## src/hdl/seq_pkg.sv

```systemverilog
// ----------------------------------------------------------------------------
// seq_pkg
// Shared types and codes for the sorted event queue.
// ----------------------------------------------------------------------------
`default_nettype none

package seq_pkg;

   localparam int TIME_W  = 48;
   localparam int COUNT_W = 5;   // width of the reported entry count

   typedef enum logic {
      CMD_INSERT = 1'b0,
      CMD_REMOVE = 1'b1
   } cmd_type;

   typedef enum logic [1:0] {
      STAT_DONE       = 2'd0,
      STAT_FULL_REJ   = 2'd1,
      STAT_EMPTY_REJ  = 2'd2
   } status_type;

   typedef struct packed {
      logic [TIME_W-1:0] ev_time;
      logic              ev_kind;
   } entry_type;

   // Broadcast from the control to every cell of the chain.
   typedef struct packed {
      logic      ins;      // qualified insert this cycle
      logic      rem;      // qualified remove this cycle
      entry_type new_ent;  // entry being inserted
   } cell_ctl_type;

endpackage

`default_nettype wire

```

## src/hdl/seq_if.sv

```systemverilog
// ----------------------------------------------------------------------------
// seq_req_if / seq_rsp_if
// Valid/ready channels for queue commands and queue results.
// ----------------------------------------------------------------------------
`default_nettype none

interface seq_req_if;
   logic                        valid;
   logic                        ready;
   logic                        command;
   logic [seq_pkg::TIME_W-1:0]  event_time;
   logic                        event_kind;

   modport source (output valid, output command, output event_time,
                   output event_kind, input ready);
   modport sink   (input valid, input command, input event_time,
                   input event_kind, output ready);
endinterface

interface seq_rsp_if;
   logic                        valid;
   logic                        ready;
   logic [1:0]                  status;
   logic                        queue_empty;
   logic [seq_pkg::TIME_W-1:0]  head_time;
   logic                        head_kind;
   logic [seq_pkg::COUNT_W-1:0] entry_count;

   modport source (output valid, output status, output queue_empty,
                   output head_time, output head_kind, output entry_count,
                   input ready);
   modport sink   (input valid, input status, input queue_empty,
                   input head_time, input head_kind, input entry_count,
                   output ready);
endinterface

`default_nettype wire

```

## src/hdl/seq_cell.sv

```systemverilog
// ----------------------------------------------------------------------------
// seq_cell
// One slot of the sorted chain. Keeps, takes the new entry, or takes a
// neighbor's entry, decided locally from its own compare and its left
// neighbor's compare.
// ----------------------------------------------------------------------------
`default_nettype none

module seq_cell (
   input  wire logic                  clock,
   input  wire seq_pkg::cell_ctl_type ctl,
   input  wire logic                  slot_valid,
   input  wire logic                  left_ge,
   input  wire seq_pkg::entry_type    left_ent,
   input  wire seq_pkg::entry_type    right_ent,
   output      logic                  ge,
   output      seq_pkg::entry_type    ent,
   output      seq_pkg::entry_type    ent_next
);

   seq_pkg::entry_type ent_ff;
   seq_pkg::entry_type ent_in;

   // Empty slots count as "at or after" the new time, so the first one
   // past the tail receives the insert when no stored entry is at or after it.
   assign ge = !slot_valid || (ent_ff.ev_time >= ctl.new_ent.ev_time);

   always_comb begin
      ent_in = ent_ff;
      if (ctl.ins) begin
         if (left_ge) begin
            ent_in = left_ent;
         end else if (ge) begin
            ent_in = ctl.new_ent;
         end
      end else if (ctl.rem) begin
         ent_in = right_ent;
      end
   end

   always_ff @(posedge clock) begin
      ent_ff <= ent_in;
   end

   assign ent      = ent_ff;
   assign ent_next = ent_in;

endmodule

`default_nettype wire

```

## src/hdl/sorted_event_queue_top.sv

```systemverilog
// ----------------------------------------------------------------------------
// sorted_event_queue_top
// Event queue kept sorted by ascending time in a chain of compare cells.
// The result of a transaction is registered and valid in the cycle after acceptance.
// Throughput: one transaction per cycle while the receiver takes results; every
// cell compares against the new time in parallel and shifts in the same cycle.
// A result held off by the receiver stalls the input.
// Reset clears the entry count and the result valid; entry storage is not
// cleared and is only read below the count.
// ----------------------------------------------------------------------------
`default_nettype none

module sorted_event_queue_top #(
   parameter int CAPACITY = 16
) (
   input  wire logic   clock,
   input  wire logic   reset,
   seq_req_if.sink     req_bus,
   seq_rsp_if.source   rsp_bus
);

   localparam int CNT_W = $clog2(CAPACITY + 1);

   seq_pkg::cell_ctl_type ctl;
   seq_pkg::entry_type    ents      [CAPACITY];
   seq_pkg::entry_type    ents_next [CAPACITY];
   logic [CAPACITY-1:0]   ge;
   logic [CAPACITY-1:0]   slot_valid;

   logic [CNT_W-1:0]      count_ff;
   logic [CNT_W-1:0]      count_in;
   logic                  rsp_valid_ff;
   logic [1:0]            status_ff;
   logic                  empty_ff;
   logic [seq_pkg::TIME_W-1:0] head_time_ff;
   logic                  head_kind_ff;
   logic [seq_pkg::COUNT_W-1:0] count_out_ff;

   logic                  accept;
   logic                  is_full;
   logic                  is_empty;
   seq_pkg::status_type   status_in;
   logic [CNT_W+seq_pkg::COUNT_W-1:0] count_wide;

   assign req_bus.ready = !rsp_valid_ff || rsp_bus.ready;
   assign accept        = req_bus.valid && req_bus.ready;
   assign is_full       = (count_ff == CNT_W'(CAPACITY));
   assign is_empty      = (count_ff == '0);

   always_comb begin
      ctl.ins             = 1'b0;
      ctl.rem             = 1'b0;
      ctl.new_ent.ev_time = req_bus.event_time;
      ctl.new_ent.ev_kind = req_bus.event_kind;
      count_in            = count_ff;
      status_in           = seq_pkg::STAT_DONE;
      if (accept) begin
         unique case (seq_pkg::cmd_type'(req_bus.command))
            seq_pkg::CMD_INSERT: begin
               if (is_full) begin
                  status_in = seq_pkg::STAT_FULL_REJ;
               end else begin
                  ctl.ins  = 1'b1;
                  count_in = count_ff + 1'b1;
               end
            end
            seq_pkg::CMD_REMOVE: begin
               if (is_empty) begin
                  status_in = seq_pkg::STAT_EMPTY_REJ;
               end else begin
                  ctl.rem  = 1'b1;
                  count_in = count_ff - 1'b1;
               end
            end
            default: status_in = seq_pkg::STAT_DONE;
         endcase
      end
   end

   for (genvar i = 0; i < CAPACITY; i++) begin : g_cell
      assign slot_valid[i] = (count_ff > CNT_W'(i));

      seq_cell u_cell (
         .clock      (clock),
         .ctl        (ctl),
         .slot_valid (slot_valid[i]),
         .left_ge    ((i == 0) ? 1'b0 : ge[(i == 0) ? 0 : i-1]),
         .left_ent   (ents[(i == 0) ? 0 : i-1]),
         .right_ent  (ents[(i == CAPACITY-1) ? i : i+1]),
         .ge         (ge[i]),
         .ent        (ents[i]),
         .ent_next   (ents_next[i])
      );
   end

   assign count_wide = {{seq_pkg::COUNT_W{1'b0}}, count_in};

   always_ff @(posedge clock) begin
      if (reset) begin
         count_ff     <= '0;
         rsp_valid_ff <= 1'b0;
      end else begin
         count_ff <= count_in;
         if (accept) begin
            rsp_valid_ff <= 1'b1;
         end else if (rsp_bus.ready) begin
            rsp_valid_ff <= 1'b0;
         end
      end
   end

   always_ff @(posedge clock) begin
      if (accept) begin
         status_ff    <= status_in;
         empty_ff     <= (count_in == '0);
         head_time_ff <= (count_in == '0) ? '0 : ents_next[0].ev_time;
         head_kind_ff <= (count_in == '0) ? 1'b0 : ents_next[0].ev_kind;
         count_out_ff <= count_wide[seq_pkg::COUNT_W-1:0];
      end
   end

   assign rsp_bus.valid       = rsp_valid_ff;
   assign rsp_bus.status      = status_ff;
   assign rsp_bus.queue_empty = empty_ff;
   assign rsp_bus.head_time   = head_time_ff;
   assign rsp_bus.head_kind   = head_kind_ff;
   assign rsp_bus.entry_count = count_out_ff;

   // ------------------------------------------------------------------------
   a_count_bound: assert property (@(posedge clock) disable iff (reset)
      count_ff <= CNT_W'(CAPACITY))
      else $error("entry count above capacity");

   a_insert_grows: assert property (@(posedge clock) disable iff (reset)
      (accept && req_bus.command == seq_pkg::CMD_INSERT && !is_full)
      |=> count_ff == $past(count_ff) + 1'b1)
      else $error("accepted insert did not grow the queue");

   a_reject_holds: assert property (@(posedge clock) disable iff (reset)
      (accept && status_in != seq_pkg::STAT_DONE) |=> $stable(count_ff))
      else $error("rejected transaction changed the count");

   a_head_sorted: assert property (@(posedge clock) disable iff (reset)
      (count_ff >= CNT_W'(2)) |-> (ents[0].ev_time <= ents[1].ev_time))
      else $error("head entry out of order");

   a_result_follows: assert property (@(posedge clock) disable iff (reset)
      accept |=> rsp_valid_ff)
      else $error("accepted transaction produced no result");

endmodule

`default_nettype wire
```

## src/flat_wrapper.sv

```systemverilog
// flat-port wrapper written by rule: the top's interface ports become plain ports
module sorted_event_queue_top_flat 
#(
   parameter int CAPACITY = 16
)
  (clock, reset, req_bus_valid, req_bus_command, req_bus_event_time, req_bus_event_kind, req_bus_ready, rsp_bus_valid, rsp_bus_status, rsp_bus_queue_empty, rsp_bus_head_time, rsp_bus_head_kind, rsp_bus_entry_count, rsp_bus_ready);
  seq_req_if req_bus_i ();
  seq_rsp_if rsp_bus_i ();
  input  wire logic clock;
  input  wire logic reset;
  input wire logic [$bits(req_bus_i.valid)-1:0] req_bus_valid;
  input wire logic [$bits(req_bus_i.command)-1:0] req_bus_command;
  input wire logic [$bits(req_bus_i.event_time)-1:0] req_bus_event_time;
  input wire logic [$bits(req_bus_i.event_kind)-1:0] req_bus_event_kind;
  output wire logic [$bits(req_bus_i.ready)-1:0] req_bus_ready;
  output wire logic [$bits(rsp_bus_i.valid)-1:0] rsp_bus_valid;
  output wire logic [$bits(rsp_bus_i.status)-1:0] rsp_bus_status;
  output wire logic [$bits(rsp_bus_i.queue_empty)-1:0] rsp_bus_queue_empty;
  output wire logic [$bits(rsp_bus_i.head_time)-1:0] rsp_bus_head_time;
  output wire logic [$bits(rsp_bus_i.head_kind)-1:0] rsp_bus_head_kind;
  output wire logic [$bits(rsp_bus_i.entry_count)-1:0] rsp_bus_entry_count;
  input wire logic [$bits(rsp_bus_i.ready)-1:0] rsp_bus_ready;
  assign req_bus_i.valid = req_bus_valid;
  assign req_bus_i.command = req_bus_command;
  assign req_bus_i.event_time = req_bus_event_time;
  assign req_bus_i.event_kind = req_bus_event_kind;
  assign req_bus_ready = req_bus_i.ready;
  assign rsp_bus_valid = rsp_bus_i.valid;
  assign rsp_bus_status = rsp_bus_i.status;
  assign rsp_bus_queue_empty = rsp_bus_i.queue_empty;
  assign rsp_bus_head_time = rsp_bus_i.head_time;
  assign rsp_bus_head_kind = rsp_bus_i.head_kind;
  assign rsp_bus_entry_count = rsp_bus_i.entry_count;
  assign rsp_bus_i.ready = rsp_bus_ready;
  sorted_event_queue_top #(.CAPACITY(CAPACITY)) u_core (.clock(clock), .reset(reset), .req_bus(req_bus_i), .rsp_bus(rsp_bus_i));
endmodule
```

## config.mk

```make
export PLATFORM = sky130hd
export DESIGN_NAME = sorted_event_queue_top_flat
export DESIGN_NICKNAME = d
export VERILOG_FILES = /design/src/hdl/seq_pkg.sv /design/src/hdl/seq_if.sv /design/src/hdl/seq_cell.sv /design/src/hdl/sorted_event_queue_top.sv /design/src/flat_wrapper.sv
export SDC_FILE = /design/constraint.sdc
export NUM_CORES = 2
export LEC_CHECK = 0
export BUFFER_PORTS_ARGS = -buffer_cell sky130_fd_sc_hd__buf_4
export CAP_MARGIN = 15
export CORE_MARGIN = 1.5
export CORE_UTILIZATION = 45
export CTS_CLUSTER_SIZE = 20
export DETAILED_ROUTE_END_ITERATION = 10
export PLACE_DENSITY = 0.72
export SLEW_MARGIN = 20
export SYNTH_ARGS = -nofsm -noshare
export SYNTH_HDL_FRONTEND = slang
export SYNTH_SLANG_ARGS = --single-unit
export TNS_END_PERCENT = 20
```

## constraint.sdc

```tcl
create_clock -name clock -period 6.85 [get_ports clock]
set_input_delay 0.3425 -clock clock [delete_from_list [all_inputs] [get_ports clock]]
set_output_delay 0.3425 -clock clock [all_outputs]
set_load 0.05 [all_outputs]
```

Word-level counts from Yosys, hierarchy flattened
Index checks and enable logic that the tools add are counted.

Register bits: 847. Input port bits: 54. Output and inout bits: 59. Word-level logic and storage cells: 219.

Add/subtract/negate cells: 2. Magnitude comparators: 32. Eq/ne operators: 15. Multiplexer cells: 75. Bitwise gates (word level): 1. Reduce and logical (&&, ||, !) cells: 55.

Operator list (count): $mux W49 (61); $ge A48 B48 Y1 (16); $ne A3 B3 Y1 const B (14); $gt A5 B4 Y1 const B (8); $reduce_and A2 Y1 (15); $gt A5 B3 Y1 const B (4); $logic_not A1 Y1 (17); $logic_or A1 B1 Y1 (17); $mux W5 (3); $gt A5 B1 Y1 const B (2); $gt A5 B2 Y1 const B (2); $logic_not A5 Y1 (2); $pmux W5 S2 (1); $mux W1 (7); $reduce_bool A2 Y1 (3); $add A5 B1 Y5 const B (1); $eq A5 B5 Y1 const B (1); $sub A5 B1 Y5 const B (1); $mux W2 (2); $pmux W2 S2 (1); $logic_and A1 B1 Y1 (1); $not A1 Y1 (1).

Longest topological paths before layout
Word-level depth: 6. Depth in mapped cells: 16.

Cells and area by module
From an unflattened synthesis, not the netlist that was laid out.

Cell total of the unflattened synthesis: 10001. Area, all modules: 75791.4 µm².

By module, submodules not included: seq_cell (u_core.g_cell[0].u_cell ...) (times used 15, cells an instance 615, area each 4561.9 µm²); seq_cell (u_core.g_cell[1].u_cell) (times used 1, cells an instance 501, area each 4351.7 µm²); sorted_event_queue_top (times used 1, cells an instance 275, area each 3011.6 µm²).

Worst setup path before layout
Ideal clock, no wire load.

Kind: input -> register. Start point: input req_bus_event_time[29]. End point: register u_core.g_cell[1].u_cell.ent_ff, in the netlist u_core.g_cell[1].u_cell.ent[0] (enable). Setup time: 0.523 ns. Arrival: 6.361 ns. Setup slack: -0.034 ns. Cell stages on the path: 14. Buffers on the path: 4. Path through: clkbuf_1 clkbuf_1 inv_1 ha_1 nand4_1 nor4_1 o21ai_1 nand3_1 a221oi_1 o31ai_1 clkbuf_1 buf_2 nor2b_1 o21ai_0.

Word-level cells in the longest chain between the ends: 4.

RTL lines: start, declared (RTL line flat_wrapper.sv:13) `input wire logic [$bits(req_bus_i.event_time)-1:0] req_bus_event_time;`; $ge A48 B48 Y1 (RTL line seq_cell.sv:26) `assign ge = !slot_valid || (ent_ff.ev_time >= ctl.new_ent.ev_time);`; $logic_or A1 B1 Y1 (RTL line seq_cell.sv:26); $ne A3 B3 Y1 (no source line) (*); $reduce_and A2 Y1 (no source line) (*); end signal, assigned (RTL line seq_cell.sv:42) `ent_ff <= ent_in;`; end, declared (RTL line seq_cell.sv:21) `seq_pkg::entry_type ent_ff;`.

Mark *: on every way between the ends. The rest lies on a longest branch, timed or not. A chain may end at the register's enable or synchronous reset.

Worst setup path in the final report
Start point: register u_core.g_cell[0].u_cell.ent_ff, in the netlist u_core.g_cell[0].u_cell.ent[32]. End point: register u_core.g_cell[1].u_cell.ent_ff, in the netlist u_core.g_cell[1].u_cell.ent[12] (enable).

Word-level cells in the longest chain between the ends: 4.

RTL lines (RTL line): start, declared (seq_cell.sv:21); start signal, assigned (seq_cell.sv:42); $ge A48 B48 Y1 (seq_cell.sv:26); $logic_or A1 B1 Y1 (seq_cell.sv:26); $ne A3 B3 Y1 (no source line); $reduce_and A2 Y1 (no source line).

Every way passes these cells.

==> flow_metrics.env <==
export IMPL_cts_resized_gates=0
export IMPL_synth_cell_types=67
export IMPL_maxCapViolCount=0
export IMPL_placed_cells=7353
export IMPL_path_delay_family="simple AND/OR/NAND/NOR gates"
export IMPL_synthFlopType="edfxtp_1"
export IMPL_cts_tree="built"
export IMPL_relSlewSlack_pct=19.8
export IMPL_cts_buffer_depth=3
export IMPL_synth_xor_xnor_area_share_pct=0.0299
export IMPL_final_cells=7543
export IMPL_cts_made_buffers=99
export IMPL_drive_gt1_share_pct=7.85
export IMPL_fin_crit_ns=5.12
export IMPL_max_freq_mhz=195
export IMPL_rsz0062_at_grt="no"
export IMPL_leakage_nw=28.5
export IMPL_dp_slack_ns=1.31
export IMPL_initial_core_util_pct=45.3
export IMPL_synth_compound_area_share_pct=16.2
export IMPL_dr_first_iter_drc_count=6065
export IMPL_drt_first_pass_iters=6
export IMPL_syn_area_per_cell_um2=10.1
export IMPL_status="complete, no violations"
export IMPL_ys_async_sr_fraction_pct=0
export IMPL_fp_dieArea_um2=133000
export IMPL_synth_ff_latch_count=847
export IMPL_syn_nets=6629
export IMPL_h_tree_depth=3
export IMPL_path_class="reg2reg"
export IMPL_vias=47500
export IMPL_area_growth_pct=9.81
export IMPL_cp_required_ns=7.19
export IMPL_hold_ws_ns=0.0917
export IMPL_setup_viol=0
export IMPL_via_per_inst=6.30
export IMPL_portBuffers=112
export IMPL_synth_area_um2=58700
export IMPL_drc=0
export IMPL_io_pins=113
export IMPL_cts_root_buf="clkbuf_16"
export IMPL_post_cts_setup_buffer_count=0
export IMPL_fillers=11700
export IMPL_critPathMaxFanout=34
export IMPL_syn_inst=5802
export IMPL_ant_nets=0
export IMPL_peakVddDrop_mv=0.213
export IMPL_clock_latency_ns=0.73
export IMPL_grt_pass1_wl_um=290000
export IMPL_core_area_um2=129000
export IMPL_post_route_period_util_pct=74.7
export IMPL_clock_sinks=847
export IMPL_synth_simple_area_share_pct=10.5
export IMPL_worst_pin_slew_ns=1.20
export IMPL_yosysWarnings=0
export IMPL_wl_per_cell_um=25.9
export IMPL_finalWorstSetupSlack_ns=1.73
export IMPL_grt_max_degree=207
export IMPL_drv_slew=0
export IMPL_path_buf_inv=1
export IMPL_hold_viol=0
export IMPL_crit_path_top_delay_cell="nor4_2"
export IMPL_die_y_um=364
export IMPL_p_per_area_nw_per_um2=283
export IMPL_critPathCaptureType="flip-flop"
export IMPL_setup_tns_ns=0
export IMPL_skew_ns=0.0269
export IMPL_gp_congestion=0.966
export IMPL_antenna_found_initial=10
export IMPL_dp_hpwl_um=135000
export IMPL_cp_arrival_ns=5.46
export IMPL_cpPeakStageDelay_ns=0.95
export IMPL_worstPathCellList="ha_1 > nand4_1 > nor4_2 > o21ai_1 > nand3_1 > a221oi_1 > o31ai_4 > nor2b_1 > o21ai_4 > buf_4"
export IMPL_ys_seq_area_share_pct=42.4
export IMPL_worstSetupStartpointType="flip-flop"
export IMPL_fp_dieW_um=364
export IMPL_grt_overflow_total=0
export IMPL_clk_pin_slew_ns=0.06
export IMPL_rows=132
export IMPL_finalWirelength_um=195000
export IMPL_grt_total_usage_pct=28.9
export IMPL_synthAdderAreaFrac_pct=16.5
export IMPL_synth_enable_flop_cells=792
export IMPL_synth_mux_area_share_pct=10.9
export IMPL_grt_pass1_vias=44600
export IMPL_hold_path_class="in2reg"
export IMPL_nNetsFinal=6543
export IMPL_synth_top_family_by_area="adder cells"
Yosys cell counts (all sizes together) (4+ instances only):
library cell | number | area (um2)
edfxtp | 792 | 23800
ha | 773 | 9670
nand2 | 755 | 2840
a21oi | 645 | 3230
mux2i | 583 | 5840
o21ai | 536 | 2680
nor2 | 315 | 1180
clkbuf | 306 | 1150
a21o | 275 | 2060
nand4 | 138 | 863
buf | 92 | 579
inv | 82 | 308
a211oi | 78 | 586
dfxtp | 55 | 1100
and3 | 51 | 319
mux2 | 48 | 541
nand3 | 32 | 160
nor3 | 29 | 145
nor2b | 26 | 163
nand2b | 23 | 144
o211ai | 20 | 150
and4 | 12 | 105
a221oi | 11 | 96.3
nor4 | 11 | 68.8
o221ai | 11 | 96.3
o21a | 10 | 75.1
a211o | 9 | 78.8
or2 | 9 | 56.3
a2111oi | 7 | 61.3
a31oi | 7 | 43.8
or3 | 7 | 43.8
o22ai | 5 | 31.3
a221o | 4 | 40.0
a22oi | 4 | 30.0
o2111ai | 4 | 35.0
o31a | 4 | 35.0
o31ai | 4 | 30.0
repair_timing:
action / 4_1_cts / 5_1_grt
setup endpoints to repair: 0 / 0
hold endpoints to repair: 7 / 0
hold buffers: 4 / 0
report_power, final:
part	total [mW]	internal (mW)	switching [mW]	leakage, nW
Clock	5.57	3.26	2.32	1.63
Sequential	7.37	6.68	0.691	7.95
Combinational	5.27	1.89	3.38	19.0
Total	18.2	11.8	6.39	28.5
layout make-up:
| class | count | area (um2) | area share, % |
|---|---|---|---|
| clock inverter | 63 | 641 | 0.994 |
| timing repair buffer | 211 | 1720 | 2.67 |
| sequential | 847 | 24900 | 38.6 |
| antenna | 4 | 10.0 | 0.0155 |
| tap | 1742 | 2180 | 3.38 |
| inverter | 82 | 310 | 0.482 |
| clock buffer | 119 | 2680 | 4.15 |
| multi-input combinational | 4475 | 32000 | 49.7 |
state kept, by name, indices dropped and copies added, names as in the netlist:
name                        cells
u_core.rsp_bus.status           2
u_core.rsp_bus.entry_count      5
u_core.g_cell.u_cell.ent      784
u_core.rsp_bus.valid            1
u_core.count_ff                 5
u_core.rsp_bus.queue_empty      1
u_core.rsp_bus.head_kind        1
u_core.rsp_bus.head_time       48
cell families (layout without fill, tap and decap cells):
family / after synthesis / count (layout)
AND/OR/NAND/NOR: 1417 / 1417
other: 0 / 4
XOR/XNOR: 2 / 2
AO/OA/AOI/OAI: 1652 / 1652
multiplexers: 631 / 631
flip-flops: 847 / 847
adder cells (fa/ha/maj): 773 / 773
buffers and inverters: 480 / 475
final timing paths:
| kind | cells after the start | end | slack [ns] | from |
|---|---|---|---|---|
| max | 10 | u_core.g_cell[1].u_cell.ent[12] | 1.73 | u_core.g_cell[0].u_cell.ent[32] |
| min | 2 | u_core.g_cell[15].u_cell.ent[3] | 0.09 | req_bus_event_time[2] |
| max reg2reg | 10 | u_core.g_cell[1].u_cell.ent[12] | 1.73 | u_core.g_cell[0].u_cell.ent[32] |
| min reg2reg | 2 | u_core.g_cell[3].u_cell.ent[0] | 0.57 | u_core.g_cell[4].u_cell.ent[0] |
stage by stage:
stage          instance area, um2  util [%]  power [mW]
2_1_floorplan               58700         -        10.7
3_3_place_gp                61000      47.1        12.4
3_5_place_dp                61100      47.2        12.6
4_1_cts                     64400      49.7        18.1
5_1_grt                     64400      49.8        19.0
6_report                    64400      49.8        18.2
placed cells by master (no fill, tap or decap), drive strengths merged, types with 12 or more instances in the layout:
cell type  synthesis  final
nor3              29     29
nand2            755    755
o211ai            20     20
clkinv             0     41
a211oi            78     78
inv               82     87
mux2i            583    583
nand4            138    138
ha               773    773
clkbuf           306    119
edfxtp           792    792
buf               92    207
dfxtp             55     55
bufinv             0     13
nor2             315    315
a21oi            645    645
a21o             275    275
and3              51     51
o21ai            536    536
nand3             32     32
mux2              48     48
nand2b            23     23
and4              12     12
nor2b             26     26
per-layer routing:
layer	vias to the layer above	track usage, %	wire [um]
met3	356	5.35	20000
met1	23000	41.3	83700
met4	0	11.8	7850
li1	21600	-	-
met2	2597	42.8	83700
met5	-	0	0
Note: power is estimated with default switching activity, not from simulation.
